## config.mk

```make
export PLATFORM = sky130hd
export DESIGN_NAME = tlik_sqrt_cell
export DESIGN_NICKNAME = d
export VERILOG_FILES = /design/src/hdl/tlik_pkg.sv /design/src/hdl/tlik_sqrt_cell.sv
export SDC_FILE = /design/constraint.sdc
export NUM_CORES = 1
export LEC_CHECK = 0
export ABC_AREA = 1
export BUFFER_PORTS_ARGS = -buffer_cell sky130_fd_sc_hd__buf_4
export CAP_MARGIN = 10
export CORE_AREA = 3 3 249 251
export CTS_CLUSTER_DIAMETER = 150
export DETAILED_ROUTE_END_ITERATION = 7
export DIE_AREA = 0 0 252 254
export PLACE_DENSITY = 0.47
export SLEW_MARGIN = 20
export SYNTH_ARGS = -nofsm -noshare
export SYNTH_HDL_FRONTEND = slang
export SYNTH_SLANG_ARGS = --single-unit
```

## constraint.sdc

```tcl
create_clock -name clk -period 1 [get_ports clk]
set_clock_uncertainty 0.2 [all_clocks]
set_input_delay 0.05 -clock clk [delete_from_list [all_inputs] [get_ports clk]]
set_output_delay 0.05 -clock clk [all_outputs]
set_load 0.005 [all_outputs]
```

## src/hdl/tlik_pkg.sv

```systemverilog
// shared types, widths and constants of the two-link planar inverse kinematics solver
package tlik_pkg;

    localparam int COORD_FRAC_BITS = 4;
    localparam int COORD_W = 14;
    localparam int LEN_W = 9;
    localparam int OFF_W = 8;
    localparam int CFG_W = 9;
    localparam int CFG_IDX_W = 2;

    localparam int LINK_W = LEN_W + COORD_FRAC_BITS;
    localparam int LSQ_W = 2 * LINK_W;
    localparam int SUM_W = LINK_W + 1;
    localparam int SUMSQ_W = 2 * SUM_W;
    localparam int D2_W = 2 * COORD_W;
    localparam int NS_W = D2_W + 1;
    localparam int NA_W = NS_W - 1;
    localparam int DE_W = LSQ_W + 1;
    localparam int RAD_W = LSQ_W + D2_W + 2;
    localparam int ROOT_W = RAD_W / 2;
    localparam int REM_W = ROOT_W + 3;
    localparam int SQ_CELLS = ROOT_W;

    localparam int XIN_W = NS_W;
    localparam int XY_W = 52;
    localparam int Z_W = 34;
    localparam int ACC_FRAC = 24;
    localparam int PRE_SHIFT = 20;
    localparam int MAX_STAGES = 24;

    localparam logic [CFG_IDX_W-1:0] CFG_UPPER = 2'd0;
    localparam logic [CFG_IDX_W-1:0] CFG_LOWER = 2'd1;
    localparam logic [CFG_IDX_W-1:0] CFG_OFFSET = 2'd2;

    localparam logic signed [Z_W-1:0] Z_QUARTER = Z_W'(longint'(90) <<< ACC_FRAC);

    // atan(2^-i) in degrees, 24 fraction bits
    localparam logic signed [31:0] ATAN_TAB [MAX_STAGES] = '{
        32'sd754974720, 32'sd445687602, 32'sd235489088, 32'sd119537938,
        32'sd60000934, 32'sd30029717, 32'sd15018523, 32'sd7509720,
        32'sd3754917, 32'sd1877466, 32'sd938734, 32'sd469367,
        32'sd234684, 32'sd117342, 32'sd58671, 32'sd29335,
        32'sd14668, 32'sd7334, 32'sd3667, 32'sd1833,
        32'sd917, 32'sd458, 32'sd229, 32'sd115
    };

    typedef enum logic [2:0] {
        STAT_FIRST  = 3'd0,
        STAT_SECOND = 3'd1,
        STAT_FAR    = 3'd2,
        STAT_CLOSE  = 3'd3,
        STAT_NONE   = 3'd4
    } status_t;

    typedef struct packed {
        status_t                    status;
        logic signed [COORD_W-1:0]  r;
        logic signed [COORD_W-1:0]  h;
        logic signed [NS_W-1:0]     ns;
        logic signed [NS_W-1:0]     ne;
    } side_t;

    typedef struct packed {
        logic [RAD_W-1:0]  rad;
        logic [REM_W-1:0]  rem;
        logic [ROOT_W-1:0] root;
    } sq_lane_t;

    typedef struct packed {
        logic signed [XY_W-1:0] x;
        logic signed [XY_W-1:0] y;
        logic signed [Z_W-1:0]  z;
        logic                   zero;
    } lane_t;

    // fold the vector into the right half-plane and scale it up
    function automatic lane_t pre_rotate(input logic signed [XIN_W-1:0] y,
                                         input logic signed [XIN_W-1:0] x);
        lane_t o;
        logic signed [XIN_W-1:0] xr;
        logic signed [XIN_W-1:0] yr;
        o.zero = (x == '0) && (y == '0);
        o.z = '0;
        xr = x;
        yr = y;
        if (x < 0)
        begin
            if (y >= 0)
            begin
                xr = y;
                yr = -x;
                o.z = Z_QUARTER;
            end
            else
            begin
                xr = -y;
                yr = x;
                o.z = -Z_QUARTER;
            end
        end
        o.x = XY_W'(xr) <<< PRE_SHIFT;
        o.y = XY_W'(yr) <<< PRE_SHIFT;
        return o;
    endfunction

endpackage

```

## src/hdl/tlik_sqrt_cell.sv

```systemverilog
// one digit cell of the two-lane pipelined floor square root
module tlik_sqrt_cell (
    input  logic                       clk,
    input  logic                       rst_n,
    input  logic                       en,
    input  logic                       valid_in,
    input  tlik_pkg::sq_lane_t [1:0]   lane_in,
    input  tlik_pkg::side_t            side_in,
    output logic                       valid_out,
    output tlik_pkg::sq_lane_t [1:0]   lane_out,
    output tlik_pkg::side_t            side_out
);
    import tlik_pkg::*;

    sq_lane_t [1:0] lane_next;

    always_comb
    begin
        logic [REM_W-1:0] rem_sh;
        logic [REM_W-1:0] trial;
        for (int l = 0; l < 2; l++)
        begin
            rem_sh = {lane_in[l].rem[REM_W-3:0], lane_in[l].rad[RAD_W-1 -: 2]};
            trial = {{(REM_W-ROOT_W-2){1'b0}}, lane_in[l].root, 2'b01};
            lane_next[l].rad = {lane_in[l].rad[RAD_W-3:0], 2'b00};
            if (rem_sh >= trial)
            begin
                lane_next[l].rem = rem_sh - trial;
                lane_next[l].root = {lane_in[l].root[ROOT_W-2:0], 1'b1};
            end
            else
            begin
                lane_next[l].rem = rem_sh;
                lane_next[l].root = {lane_in[l].root[ROOT_W-2:0], 1'b0};
            end
        end
    end

    always_ff @(posedge clk or negedge rst_n)
    begin
        if (!rst_n)
            valid_out <= 1'b0;
        else if (en)
            valid_out <= valid_in;
    end

    always_ff @(posedge clk)
    begin
        if (en)
        begin
            lane_out <= lane_next;
            side_out <= side_in;
        end
    end

endmodule

```

* Yosys cells after proc, flatten, opt, wreduce, memory -nomap -nowiden *
Cells that the tools add are included.
W data, S select, Z words.

word-level totals
  flip-flop bits (word level) = 316
  bits in latches = 0
  bits in writable memories = 0
  bits in read-only memories = 0
  input bits = 323
  output and inout port bits = 320
  word-level logic and storage cells = 18
  memories kept = 0

operators by class
  add/subtract/negate cells = 2
  multipliers = 0
  div/mod/pow operators = 0
  $lt $le $gt $ge = 2
  eq/ne operators = 0
  shift-type cells = 0
  mux-type cells = 2
  bitwise operators = 0
  reduce and logical (&&, ||, !) cells = 0

operators by type and width
  kind              number
  $mux W59          2
  $ge A31 B30 Y1    2
  $sub A31 B30 Y31  2

* Longest topological paths before layout *
  word-level depth = 2
  depth in mapped cells = 17

* Worst setup path after synthesis *
Ideal clock, no wire load.

  path type = input to register
  start point = input lane_in[0] (netlist name)
  end point = register lane_out[34] (netlist name) (data pin)
  arrival time = 1.473 ns
  data required time = 0.548 ns
  setup slack = -0.926 ns
  stages on the path = 16
  buffers on the path = 3
  path through = inv_1 > ha_1 > buf_2 > o21ai_1 > nand2_1 > nand2_1 > nand2_2 > nand2_1 > nand2_1 > nand2_1 > nand2_4 > inv_2 > buf_6 > buf_6 > nand2_1 > nand2_1

RTL lines
  item                    RTL line              RTL
  start: declaration      tlik_sqrt_cell.sv:7   input tlik_pkg::sq_lane_t [1:0] lane_in,
  end signal: assignment  tlik_sqrt_cell.sv:51  lane_out <= lane_next;
  end: declaration        tlik_sqrt_cell.sv:10  output tlik_pkg::sq_lane_t [1:0] lane_out,

==> flow_summary.json <==
{
  "status": "finished with violations",
  "violations": "hold timing, setup timing",
  "worst_path_max_delay_cell": "ha_4",
  "synth_top_area_share_pct": 62.1,
  "holdPathStages": 1,
  "finalCritPeriodShare_pct": 157,
  "pwr-share-seq_pct": 39.3,
  "cp_max_fo": 5,
  "max_freq_mhz": 638,
  "numCtsBuffers": 39,
  "postRouteAntennaNets": 0,
  "vias_per_cell": 4.24,
  "ys_ff_latch": 316,
  "finalNetCount": 3185,
  "startpoint_type": "input pin",
  "htreeDepth": 2,
  "grt_setup_unrepaired": "yes",
  "dp.cells": 3177,
  "cp.required_ns": 1.10,
  "clk_pin_slew_worst_paths_ns": 0.07,
  "finalPower_mw": 42.3,
  "crit_cells": 15,
  "cap_violations": 0,
  "peakVddDrop_v": 0.00106,
  "core_sq_um": 60100,
  "crit_family": "buffers and inverters",
  "slowest_delay_ns": 0.24,
  "crit_type": "in2reg",
  "power_density_nw_per_um2": 1390,
  "ys_seq_area_share_pct": 62.2,
  "dieWidth_um": 252,
  "synth_edf_count": 315,
  "final_core_util_pct": 50.7,
  "switching_power_mw": 11.8,
  "antenna_found_initial": 9,
  "die-area_sq_um": 64000,
  "drive_gt1_share_pct": 50.9,
  "portBuffers": 634,
  "p_comb_share_pct": 28.3,
  "post-place-ws_ns": -1.21,
  "cp_data_arrival_time_ns": 1.67,
  "setup_viol": 380,
  "finalWeightedCongestion": 0.887,
  "grt-ovfl-total": 0,
  "dr.pass1.iters": 5,
  "finalWorstSetupSlack_ns": -0.568,
  "worst-path-buf-inv": 6,
  "r2r_cells": 1,
  "fin_hold_ws_ns": -0.522,
  "fin_cells": 3617,
  "drt_iter0_markers": 686,
  "place_area_sq_um": 23500,
  "routed_wl_mm": 68.0,
  "drc_errors": 0,
  "fin_area_sq_um": 30500,
  "fillers": 5505,
  "period_minus_slack_ns": 1.57,
  "fp.dieH_um": 254,
  "netlist_area_sq_um": 15200,
  "wire_per_inst_um": 18.8,
  "ys_warn_count": 0,
  "clock_sink_count": 316,
  "synth.area.top_cells": "edfxtp_1 62%, nand2_1 15%, inv_1 7.2%",
  "grt_max_degree": 60,
  "hold_violations": 361,
  "cp-end-kind": "flop",
  "syn_area_per_cell_sq_um": 9.72,
  "finalSetupTns_ns": -131.96,
  "path_cells": "buf_4, inv_2, ha_4, buf_4, nand4_1, nor2_1, nand3_2, nand2_2, nor2_4, nand2_4, buf_4, buf_6, buf_6, nand2_2, nand2_2",
  "p_int_mw": 30.5,
  "grt_use_total_pct": 20.0,
  "cts_root_buf": "clkbuf_16",
  "clk-insertion-delay-late_ns": 0.56,
  "io_pins": 643,
  "vias": 15400,
  "async_flop_share_pct": 0.316,
  "hpwlAfterDp_mm": 51.0,
  "p_leak_nw": 14.3,
  "yosys.area.top_type": "edfxtp_1",
  "rows": 90,
  "cts.path.max_buffers": 3,
  "grt_pass1_vias": 15800,
  "hold_path.class": "in2reg",
  "ys_types": 27,
  "netlist_instances": 1567,
  "swShare_pct": 27.8,
  "grt_pass1_wl_mm": 97.1,
  "start_util_pct": 25.3,
  "clockPowerShare_pct": 32.4,
  "synthFlopType": "edfxtp_1",
  "syn2layout_area_growth_pct": 100,
  "drv_slew": 0,
  "tritoncts": "done"
}
## path summary, 6_finish.rpt
check,from,endpoint,slack (ns)
max,lane_in[1],lane_out[31],-0.57
min,lane_in[18],lane_out[19],-0.52
max reg2reg,valid_out,valid_out,0.04
min reg2reg,valid_out,valid_out,0.34
max in group asynchronous,rst_n,valid_out,0.37
min in group asynchronous,rst_n,valid_out,0.13
## final cells by class
type / count / area (sq um) / area share (%)
Antenna cell: 6 / 15.0 / 0.0493
Clock buffer: 46 / 1020 / 3.36
Clock inverter: 22 / 178 / 0.583
Inverter: 295 / 1180 / 3.89
Multi-Input combinational cell: 941 / 6620 / 21.7
Sequential cell: 316 / 9480 / 31.1
Tap cell: 782 / 978 / 3.21
Timing Repair Buffer: 1209 / 11000 / 36.1
## logic make-up after synthesis
family / share of synthesized area [%]
mux: 0.0739
xor+xnor: 1.72
compound gates: 1.55
other cells: 0.0246
simple gates: 21.4
fa+ha+maj: 4.93
flops: 62.2
buf+inv: 8.09
## state kept, by name, summed over array words and instances, names as in the netlist
register / flops
valid_out: 1
lane_out: 226
side_out: 89
## cells in the mapped netlist, types with 3 or more instances
cell type	count
nand4_1	14
nand3_1	84
buf_6	4
inv_2	3
and2_1	6
nand2_2	3
a21oi_1	32
nor2_1	74
o21ai_0	5
inv_1	292
buf_4	4
xor2_1	28
nand2_1	595
nor2_2	8
a21oi_2	3
nand3b_1	11
ha_1	60
nor3_1	5
buf_2	10
edfxtp_1	315
## timing repair
item,4_1_cts,5_1_grt
setup endpoints to repair,380,380
cloned,9,4
resized for setup,425,237
hold buffers,255,25
setup buffers,62,16
pin swaps,117,92
endpoints found under the hold margin,630,397
## power groups by stage
stage,registers [mW],logic (mW),clock network [mW]
after detailed placement,16.7,8.93,0
final,16.6,12.0,13.7
after global placement,16.7,8.92,0
after CTS,16.6,11.3,14.2
after global routing,16.7,12.9,14.7
after floorplan,16.8,3.15,0
## per-layer routing
metal / GRT usage [%] / up-vias / wire (um)
met5: 0 / - / 39
met4: 6.59 / 6 / 2270
met3: 4.60 / 112 / 4570
met2: 34.1 / 491 / 32800
met1: 25.1 / 7251 / 28300
li1: - / 7490 / -
## cells in the final DEF, fill, tap and decap left out, types with 3 or more instances in the layout
cell           count
a21oi_1           21
a21oi_2           11
a21oi_4            3
and2_1             4
buf_12            20
buf_16             4
buf_4            690
buf_6            202
buf_8             10
clkbuf_1           6
clkbuf_16         43
clkinv_1           7
clkinv_2           8
clkinv_8           3
conb_1             4
diode_2            6
dlygate4sd3_1    280
edfxtp_1         315
ha_1               4
ha_4              56
inv_1            220
inv_2             56
inv_4             15
nand2_1          364
nand2_2          169
nand2_4           66
nand3_1           55
nand3_2           23
nand3_4            6
nand3b_1          11
nand4_1           14
nor2_1            44
nor2_2            18
nor2_4            20
o21ai_0            3
o21ai_1            3
xor2_1            28
(Power assumes the default switching activity.)
