$ cat config.mk
export PLATFORM = sky130hd
export DESIGN_NAME = tlik_cordic_cell
export DESIGN_NICKNAME = d
export VERILOG_FILES = /design/src/hdl/tlik_pkg.sv /design/src/hdl/tlik_cordic_cell.sv
export SDC_FILE = /design/constraint.sdc
export NUM_CORES = 2
export LEC_CHECK = 0
export BUFFER_PORTS_ARGS = -buffer_cell sky130_fd_sc_hd__buf_2
export CAP_MARGIN = 40
export CORE_MARGIN = 8
export CORE_UTILIZATION = 25
export DETAILED_ROUTE_END_ITERATION = 8
export PLACE_DENSITY = 0.43
export SLEW_MARGIN = 30
export SYNTH_ARGS = -nofsm -noshare
export SYNTH_HDL_FRONTEND = slang
export SYNTH_SLANG_ARGS = --single-unit
$ cat constraint.sdc
create_clock -name clk -period 1.5 [get_ports clk]
set_input_delay 0.075 -clock clk [delete_from_list [all_inputs] [get_ports clk]]
set_output_delay 0.075 -clock clk [all_outputs]
set_load 0.1 [all_outputs]
$ cat src/hdl/tlik_pkg.sv
// shared types, widths and constants of the two-link planar inverse kinematics solver
package tlik_pkg;

    localparam int COORD_FRAC_BITS = 4;
    localparam int COORD_W = 14;
    localparam int LEN_W = 9;
    localparam int OFF_W = 8;
    localparam int CFG_W = 9;
    localparam int CFG_IDX_W = 2;

    localparam int LINK_W = LEN_W + COORD_FRAC_BITS;
    localparam int LSQ_W = 2 * LINK_W;
    localparam int SUM_W = LINK_W + 1;
    localparam int SUMSQ_W = 2 * SUM_W;
    localparam int D2_W = 2 * COORD_W;
    localparam int NS_W = D2_W + 1;
    localparam int NA_W = NS_W - 1;
    localparam int DE_W = LSQ_W + 1;
    localparam int RAD_W = LSQ_W + D2_W + 2;
    localparam int ROOT_W = RAD_W / 2;
    localparam int REM_W = ROOT_W + 3;
    localparam int SQ_CELLS = ROOT_W;

    localparam int XIN_W = NS_W;
    localparam int XY_W = 52;
    localparam int Z_W = 34;
    localparam int ACC_FRAC = 24;
    localparam int PRE_SHIFT = 20;
    localparam int MAX_STAGES = 24;

    localparam logic [CFG_IDX_W-1:0] CFG_UPPER = 2'd0;
    localparam logic [CFG_IDX_W-1:0] CFG_LOWER = 2'd1;
    localparam logic [CFG_IDX_W-1:0] CFG_OFFSET = 2'd2;

    localparam logic signed [Z_W-1:0] Z_QUARTER = Z_W'(longint'(90) <<< ACC_FRAC);

    // atan(2^-i) in degrees, 24 fraction bits
    localparam logic signed [31:0] ATAN_TAB [MAX_STAGES] = '{
        32'sd754974720, 32'sd445687602, 32'sd235489088, 32'sd119537938,
        32'sd60000934, 32'sd30029717, 32'sd15018523, 32'sd7509720,
        32'sd3754917, 32'sd1877466, 32'sd938734, 32'sd469367,
        32'sd234684, 32'sd117342, 32'sd58671, 32'sd29335,
        32'sd14668, 32'sd7334, 32'sd3667, 32'sd1833,
        32'sd917, 32'sd458, 32'sd229, 32'sd115
    };

    typedef enum logic [2:0] {
        STAT_FIRST  = 3'd0,
        STAT_SECOND = 3'd1,
        STAT_FAR    = 3'd2,
        STAT_CLOSE  = 3'd3,
        STAT_NONE   = 3'd4
    } status_t;

    typedef struct packed {
        status_t                    status;
        logic signed [COORD_W-1:0]  r;
        logic signed [COORD_W-1:0]  h;
        logic signed [NS_W-1:0]     ns;
        logic signed [NS_W-1:0]     ne;
    } side_t;

    typedef struct packed {
        logic [RAD_W-1:0]  rad;
        logic [REM_W-1:0]  rem;
        logic [ROOT_W-1:0] root;
    } sq_lane_t;

    typedef struct packed {
        logic signed [XY_W-1:0] x;
        logic signed [XY_W-1:0] y;
        logic signed [Z_W-1:0]  z;
        logic                   zero;
    } lane_t;

    // fold the vector into the right half-plane and scale it up
    function automatic lane_t pre_rotate(input logic signed [XIN_W-1:0] y,
                                         input logic signed [XIN_W-1:0] x);
        lane_t o;
        logic signed [XIN_W-1:0] xr;
        logic signed [XIN_W-1:0] yr;
        o.zero = (x == '0) && (y == '0);
        o.z = '0;
        xr = x;
        yr = y;
        if (x < 0)
        begin
            if (y >= 0)
            begin
                xr = y;
                yr = -x;
                o.z = Z_QUARTER;
            end
            else
            begin
                xr = -y;
                yr = x;
                o.z = -Z_QUARTER;
            end
        end
        o.x = XY_W'(xr) <<< PRE_SHIFT;
        o.y = XY_W'(yr) <<< PRE_SHIFT;
        return o;
    endfunction

endpackage

$ cat src/hdl/tlik_cordic_cell.sv
// one vectoring cordic cell, three angle lanes side by side
module tlik_cordic_cell #(
    parameter int STAGE = 0
) (
    input  logic                    clk,
    input  logic                    rst_n,
    input  logic                    en,
    input  logic                    valid_in,
    input  tlik_pkg::lane_t [2:0]   lane_in,
    input  tlik_pkg::status_t       status_in,
    output logic                    valid_out,
    output tlik_pkg::lane_t [2:0]   lane_out,
    output tlik_pkg::status_t       status_out
);
    import tlik_pkg::*;

    lane_t [2:0] lane_next;
    logic signed [Z_W-1:0] angle_step;

    assign angle_step = Z_W'(ATAN_TAB[STAGE]);

    always_comb
    begin
        logic signed [XY_W-1:0] dx;
        logic signed [XY_W-1:0] dy;
        for (int l = 0; l < 3; l++)
        begin
            dx = lane_in[l].y >>> STAGE;
            dy = lane_in[l].x >>> STAGE;
            lane_next[l].zero = lane_in[l].zero;
            if (lane_in[l].y > 0)
            begin
                lane_next[l].x = lane_in[l].x + dx;
                lane_next[l].y = lane_in[l].y - dy;
                lane_next[l].z = lane_in[l].z + angle_step;
            end
            else
            begin
                lane_next[l].x = lane_in[l].x - dx;
                lane_next[l].y = lane_in[l].y + dy;
                lane_next[l].z = lane_in[l].z - angle_step;
            end
        end
    end

    always_ff @(posedge clk or negedge rst_n)
    begin
        if (!rst_n)
            valid_out <= 1'b0;
        else if (en)
            valid_out <= valid_in;
    end

    always_ff @(posedge clk)
    begin
        if (en)
        begin
            lane_out <= lane_next;
            status_out <= status_in;
        end
    end

endmodule

After elaboration in Yosys (flattened, before gate mapping)
Index checks and enable logic that the tools add are counted.
{"block": "word_totals", "register_bits": 421, "wordCells": 35}
{"block": "classes", "n_addsub": 15, "n_lt_le_gt_ge": 3, "n_mux": 3}
{"operator": "$mux W138", "count": 3}
{"operator": "$sub A52 B52 Y52", "count": 6}
{"operator": "$add A52 B52 Y52", "count": 3}
{"operator": "$gt A52 B1 Y1 const B", "count": 3}
{"operator": "$add A34 B31 Y34 const B", "count": 3}
{"operator": "$sub A34 B31 Y34 const B", "count": 3}

Depth between registers and ports, before layout
{"block": "depth", "word_depth": 2, "mapped_depth": 17}

Worst setup path after synthesis
Ideal clock, no wire load.
{"block": "synth_path", "path_type": "in2reg", "from": "input lane_in[344] in the netlist's numbering", "to": "register lane_out[312] in the netlist's numbering (data pin)", "setup_time_ns": 0.261, "arrival_ns": 3.192, "slack_ns": -1.953, "stages": 16, "cell_sequence": "nor4_1 > nand4_1 > nor4_1 > or2_2 > clkbuf_1 > buf_1 > buf_1 > ha_1 > a21o_1 > a21oi_1 > o21bai_1 > a21oi_1 > o21bai_1 > a21oi_1 > o21ai_0 > xnor2_1"}
{"item": "start: declaration", "line_no": "tlik_cordic_cell.sv:9", "rtl": "input tlik_pkg::lane_t [2:0] lane_in,"}
{"item": "end signal: assignment", "line_no": "tlik_cordic_cell.sv:58", "rtl": "lane_out <= lane_next;"}
{"item": "end: declaration", "line_no": "tlik_cordic_cell.sv:12", "rtl": "output tlik_pkg::lane_t [2:0] lane_out,"}

==> impl_metrics.json <==
{
  "first_pass_iters": 8,
  "status": "complete, but fails checks",
  "use_met1": 0.302,
  "max_clock_freq_mhz": 368,
  "hold_viol": 2,
  "ys_ff_latch": 418,
  "drt-initial-drc-count": 3331,
  "cp_max_fo": 3,
  "yosysWarningCount": 0,
  "dp.cells": 9891,
  "multi_input_area_um2": 33800,
  "dp_hpwl_mm": 199,
  "fin_hold_ws_ns": -0.0438,
  "min_delay_path_depth": 4,
  "mappedNetlistNets": 5943,
  "cts_hold_buffers": 148,
  "final_area_um2": 79000,
  "gp_congestion": 0.949,
  "r2r_setup_slack_ns": 0.17,
  "reg2reg_to": "valid_out",
  "crit_chain": "buf_8, ha_4, or4_4, or3_4, or4_4, a211oi_4, buf_6, buf_4, nor4_2, o21ai_2, buf_6, a31oi_4, o21ai_2, mux2i_1, xnor2_1",
  "skew_ns": 0,
  "cap_viol_max_count": 0,
  "cts_made_buffers": 58,
  "ff2ff_path_depth": 2,
  "num_rows": 150,
  "synth-edff-count": 417,
  "max-vdd-ir-drop_v": 0.000953,
  "yosysSeqAreaShare": 0.300,
  "critPathCaptureType": "register",
  "syn_area_per_cell_um2": 8.34,
  "die_w_um": 425,
  "setup_violations": 713,
  "clk_latency_ns": 0.69,
  "period_needed_ns": 2.71,
  "pre_cts_ws_ns": -2.16,
  "power.leakage_nw": 35.5,
  "ios": 845,
  "slowest_delay_ns": 0.57,
  "vias": 51583,
  "synth-async-reset-ratio": 0.00239,
  "timing.final.crit_share": 1.81,
  "place.port_buffers": 844,
  "path_clk_slew_ns": 0.06,
  "grt_max_degree": 78,
  "synth.area.top_cells": "edfxtp_1, ha_1, a21oi_1, xnor2_1, inv_1",
  "drive_gt1_frac": 0.529,
  "syn_to_final_growth_pct": 88.7,
  "yosysTopAreaCellShare": 0.299,
  "final_cell_count_no_fill": 10467,
  "fillers": 16171,
  "wl_per_cell_um": 23.2,
  "netlist_area_um2": 41900,
  "clock_sink_count": 418,
  "wirelength_mm": 243,
  "crit_path_start_kind": "input pin",
  "syn_inst": 5024,
  "antenna_found_initial": 53,
  "clockBufferDepth": 3,
  "slew_viol_final": 0,
  "worst_pin_slew_ns": 0.841,
  "cp_data_arrival_time_ns": 3.16,
  "slew_headroom": 0.433,
  "initial_core_util": 0.251,
  "synthFlopType": "edfxtp_1",
  "slowest_stage": "or4_4",
  "holdCritPathClass": "in2reg",
  "rsz0062_at_grt": "yes",
  "synth_largest_area_cell": "edfxtp_1",
  "tns_ns": -232.82,
  "coreArea_um2": 167000,
  "grt_pass1_wl_mm": 346,
  "root_buffer": "clkbuf_16",
  "reg2reg_from": "valid_out",
  "fp.dieArea_um2": 181000,
  "post-route-util": 0.474,
  "grt_use_total": 0.251,
  "grt_busiest_layer": "met2",
  "htreeDepth": 2,
  "ant_nets": 0,
  "setup.worst_path.end": "lane_out[407]",
  "fin_nets": 9103,
  "timing.final.ws_setup_ns": -1.21,
  "crit_type": "in2reg",
  "placed_area_um2": 66300,
  "synthDistinctLibCells": 87,
  "required_ns": 1.95,
  "power.density_nw_per_um2": 948,
  "use_met3": 0.0324,
  "violations": "negative hold slack, negative setup slack",
  "seqCellArea_um2": 12500,
  "die_y_um": 425,
  "vias_per_cell": 4.93,
  "cts_tree": "yes",
  "grt_pass1_vias": 52416,
  "post-route-drc-count": 0,
  "startpoint": "lane_in[390]",
  "overflow": 0,
  "use_met2": 0.445
}
layout by cell type (no fill, tap or decap), types with 48 or more instances in the layout:
cell	count
dlygate4sd3_1	148
o21ai_2	62
buf_6	208
ha_4	99
buf_12	60
o211ai_1	53
nand2_1	261
o21ai_0	159
edfxtp_1	417
o21ai_1	88
buf_2	730
inv_1	406
nand3_1	50
ha_1	352
clkbuf_16	64
a21oi_1	470
mux2i_1	49
o21bai_1	113
nor2_1	386
o21a_1	54
a21oi_4	48
buf_4	2114
nand4_1	84
nor3_1	55
a21o_1	96
a21oi_2	156
xnor2_1	246
Yosys cell counts (10+ instances only):
library cell,instances
a2111oi_0,16
a211o_1,17
a211oi_1,61
a21boi_0,19
a21o_1,98
a21oi_1,674
a221o_1,12
a221oi_1,22
a311oi_1,13
a31o_2,10
a31oi_1,42
a41oi_1,11
and3_1,19
buf_1,38
buf_2,12
clkbuf_1,168
edfxtp_1,417
fa_1,12
ha_1,483
inv_1,497
mux2i_1,66
nand2_1,299
nand2b_1,37
nand3_1,59
nand4_1,84
nor2_1,433
nor2b_1,41
nor3_1,83
nor4_1,92
o211ai_1,53
o21a_1,58
o21ai_0,328
o21bai_1,127
o221ai_1,15
o311ai_0,10
o31a_1,16
o31ai_1,60
o41ai_1,12
or2_2,16
or3_1,24
or4_1,13
xnor2_1,286
xor2_1,39
cell families after synthesis:
| kind of cell | synth area share |
|---|---|
| mux | 0.0166 |
| buf+inv | 0.0662 |
| flops | 0.300 |
| compound gates | 0.260 |
| simple gates | 0.140 |
| xor+xnor | 0.0680 |
| fa+ha+maj | 0.150 |
through the flow:
step	hold WS (ns)	total power [W]
global placement	-0.151	0.0552
CTS	-0.108	0.0733
global route	-0.0551	0.0778
floorplan	-0.221	0.0402
finish	-0.0438	0.0749
detailed placement	-0.149	0.0552
critical path, delay by kind of cell:
kind / cells / cell delay [ns]
multiplexers: 1 / 0.11
AO/OA/AOI/OAI: 4 / 0.66
buffers and inverters: 4 / 0.53
AND/OR/NAND/NOR: 4 / 1.43
XOR/XNOR: 1 / 0.14
adder cells (fa/ha/maj): 1 / 0.23
routing by layer:
| metal | routed length, µm | part of all wire | vias to the layer above |
|---|---|---|---|
| met5 | 115 | 0.00047 | - |
| met4 | 12800 | 0.053 | 18 |
| met3 | 10100 | 0.042 | 434 |
| met2 | 121000 | 0.50 | 1407 |
| met1 | 99000 | 0.41 | 25109 |
| li1 | - | - | 24615 |
layout make-up:
type | instances | share of cell area
sequential | 418 | 0.159
clock inverter | 41 | 0.00538
timing repair buffer | 3322 | 0.325
antenna | 30 | 0.000950
multi-input combinational | 3876 | 0.428
inverter | 508 | 0.0275
clock buffer | 68 | 0.0197
tap | 2204 | 0.0349
where the power goes:
part / switching (W) / leakage [nW] / internal, W
Clock: 0.00621 / 0.966 / 0.00865
Sequential: 0.000643 / 4.09 / 0.0153
Combinational: 0.0288 / 30.4 / 0.0153
sequential cells by signal, indices dropped and copies added, names as in the netlist:
register	cells
lane_out	414
status_out	3
valid_out	1
worst min-delay path by stage:
| stage | to | slack (ns) | from |
|---|---|---|---|
| 6_report | lane_out[165] | -0.04 | lane_in[165] |
| 5_1_grt | lane_out[165] | -0.06 | lane_in[165] |
| 4_1_cts | lane_out[165] | -0.11 | lane_in[165] |
| 3_5_place_dp | valid_out | -0.15 | rst_n |
| 3_3_place_gp | valid_out | -0.15 | rst_n |
| 2_1_floorplan | valid_out | -0.22 | rst_n |
repair_timing:
item	in CTS	in global routing
buffers inserted	177	160
gates cloned	9	5
hold endpoints to repair	253	2
resized for setup	821	651
endpoints found under the setup margin	754	751
pin swaps	369	373
Note: power is estimated with default switching activity, not from simulation.
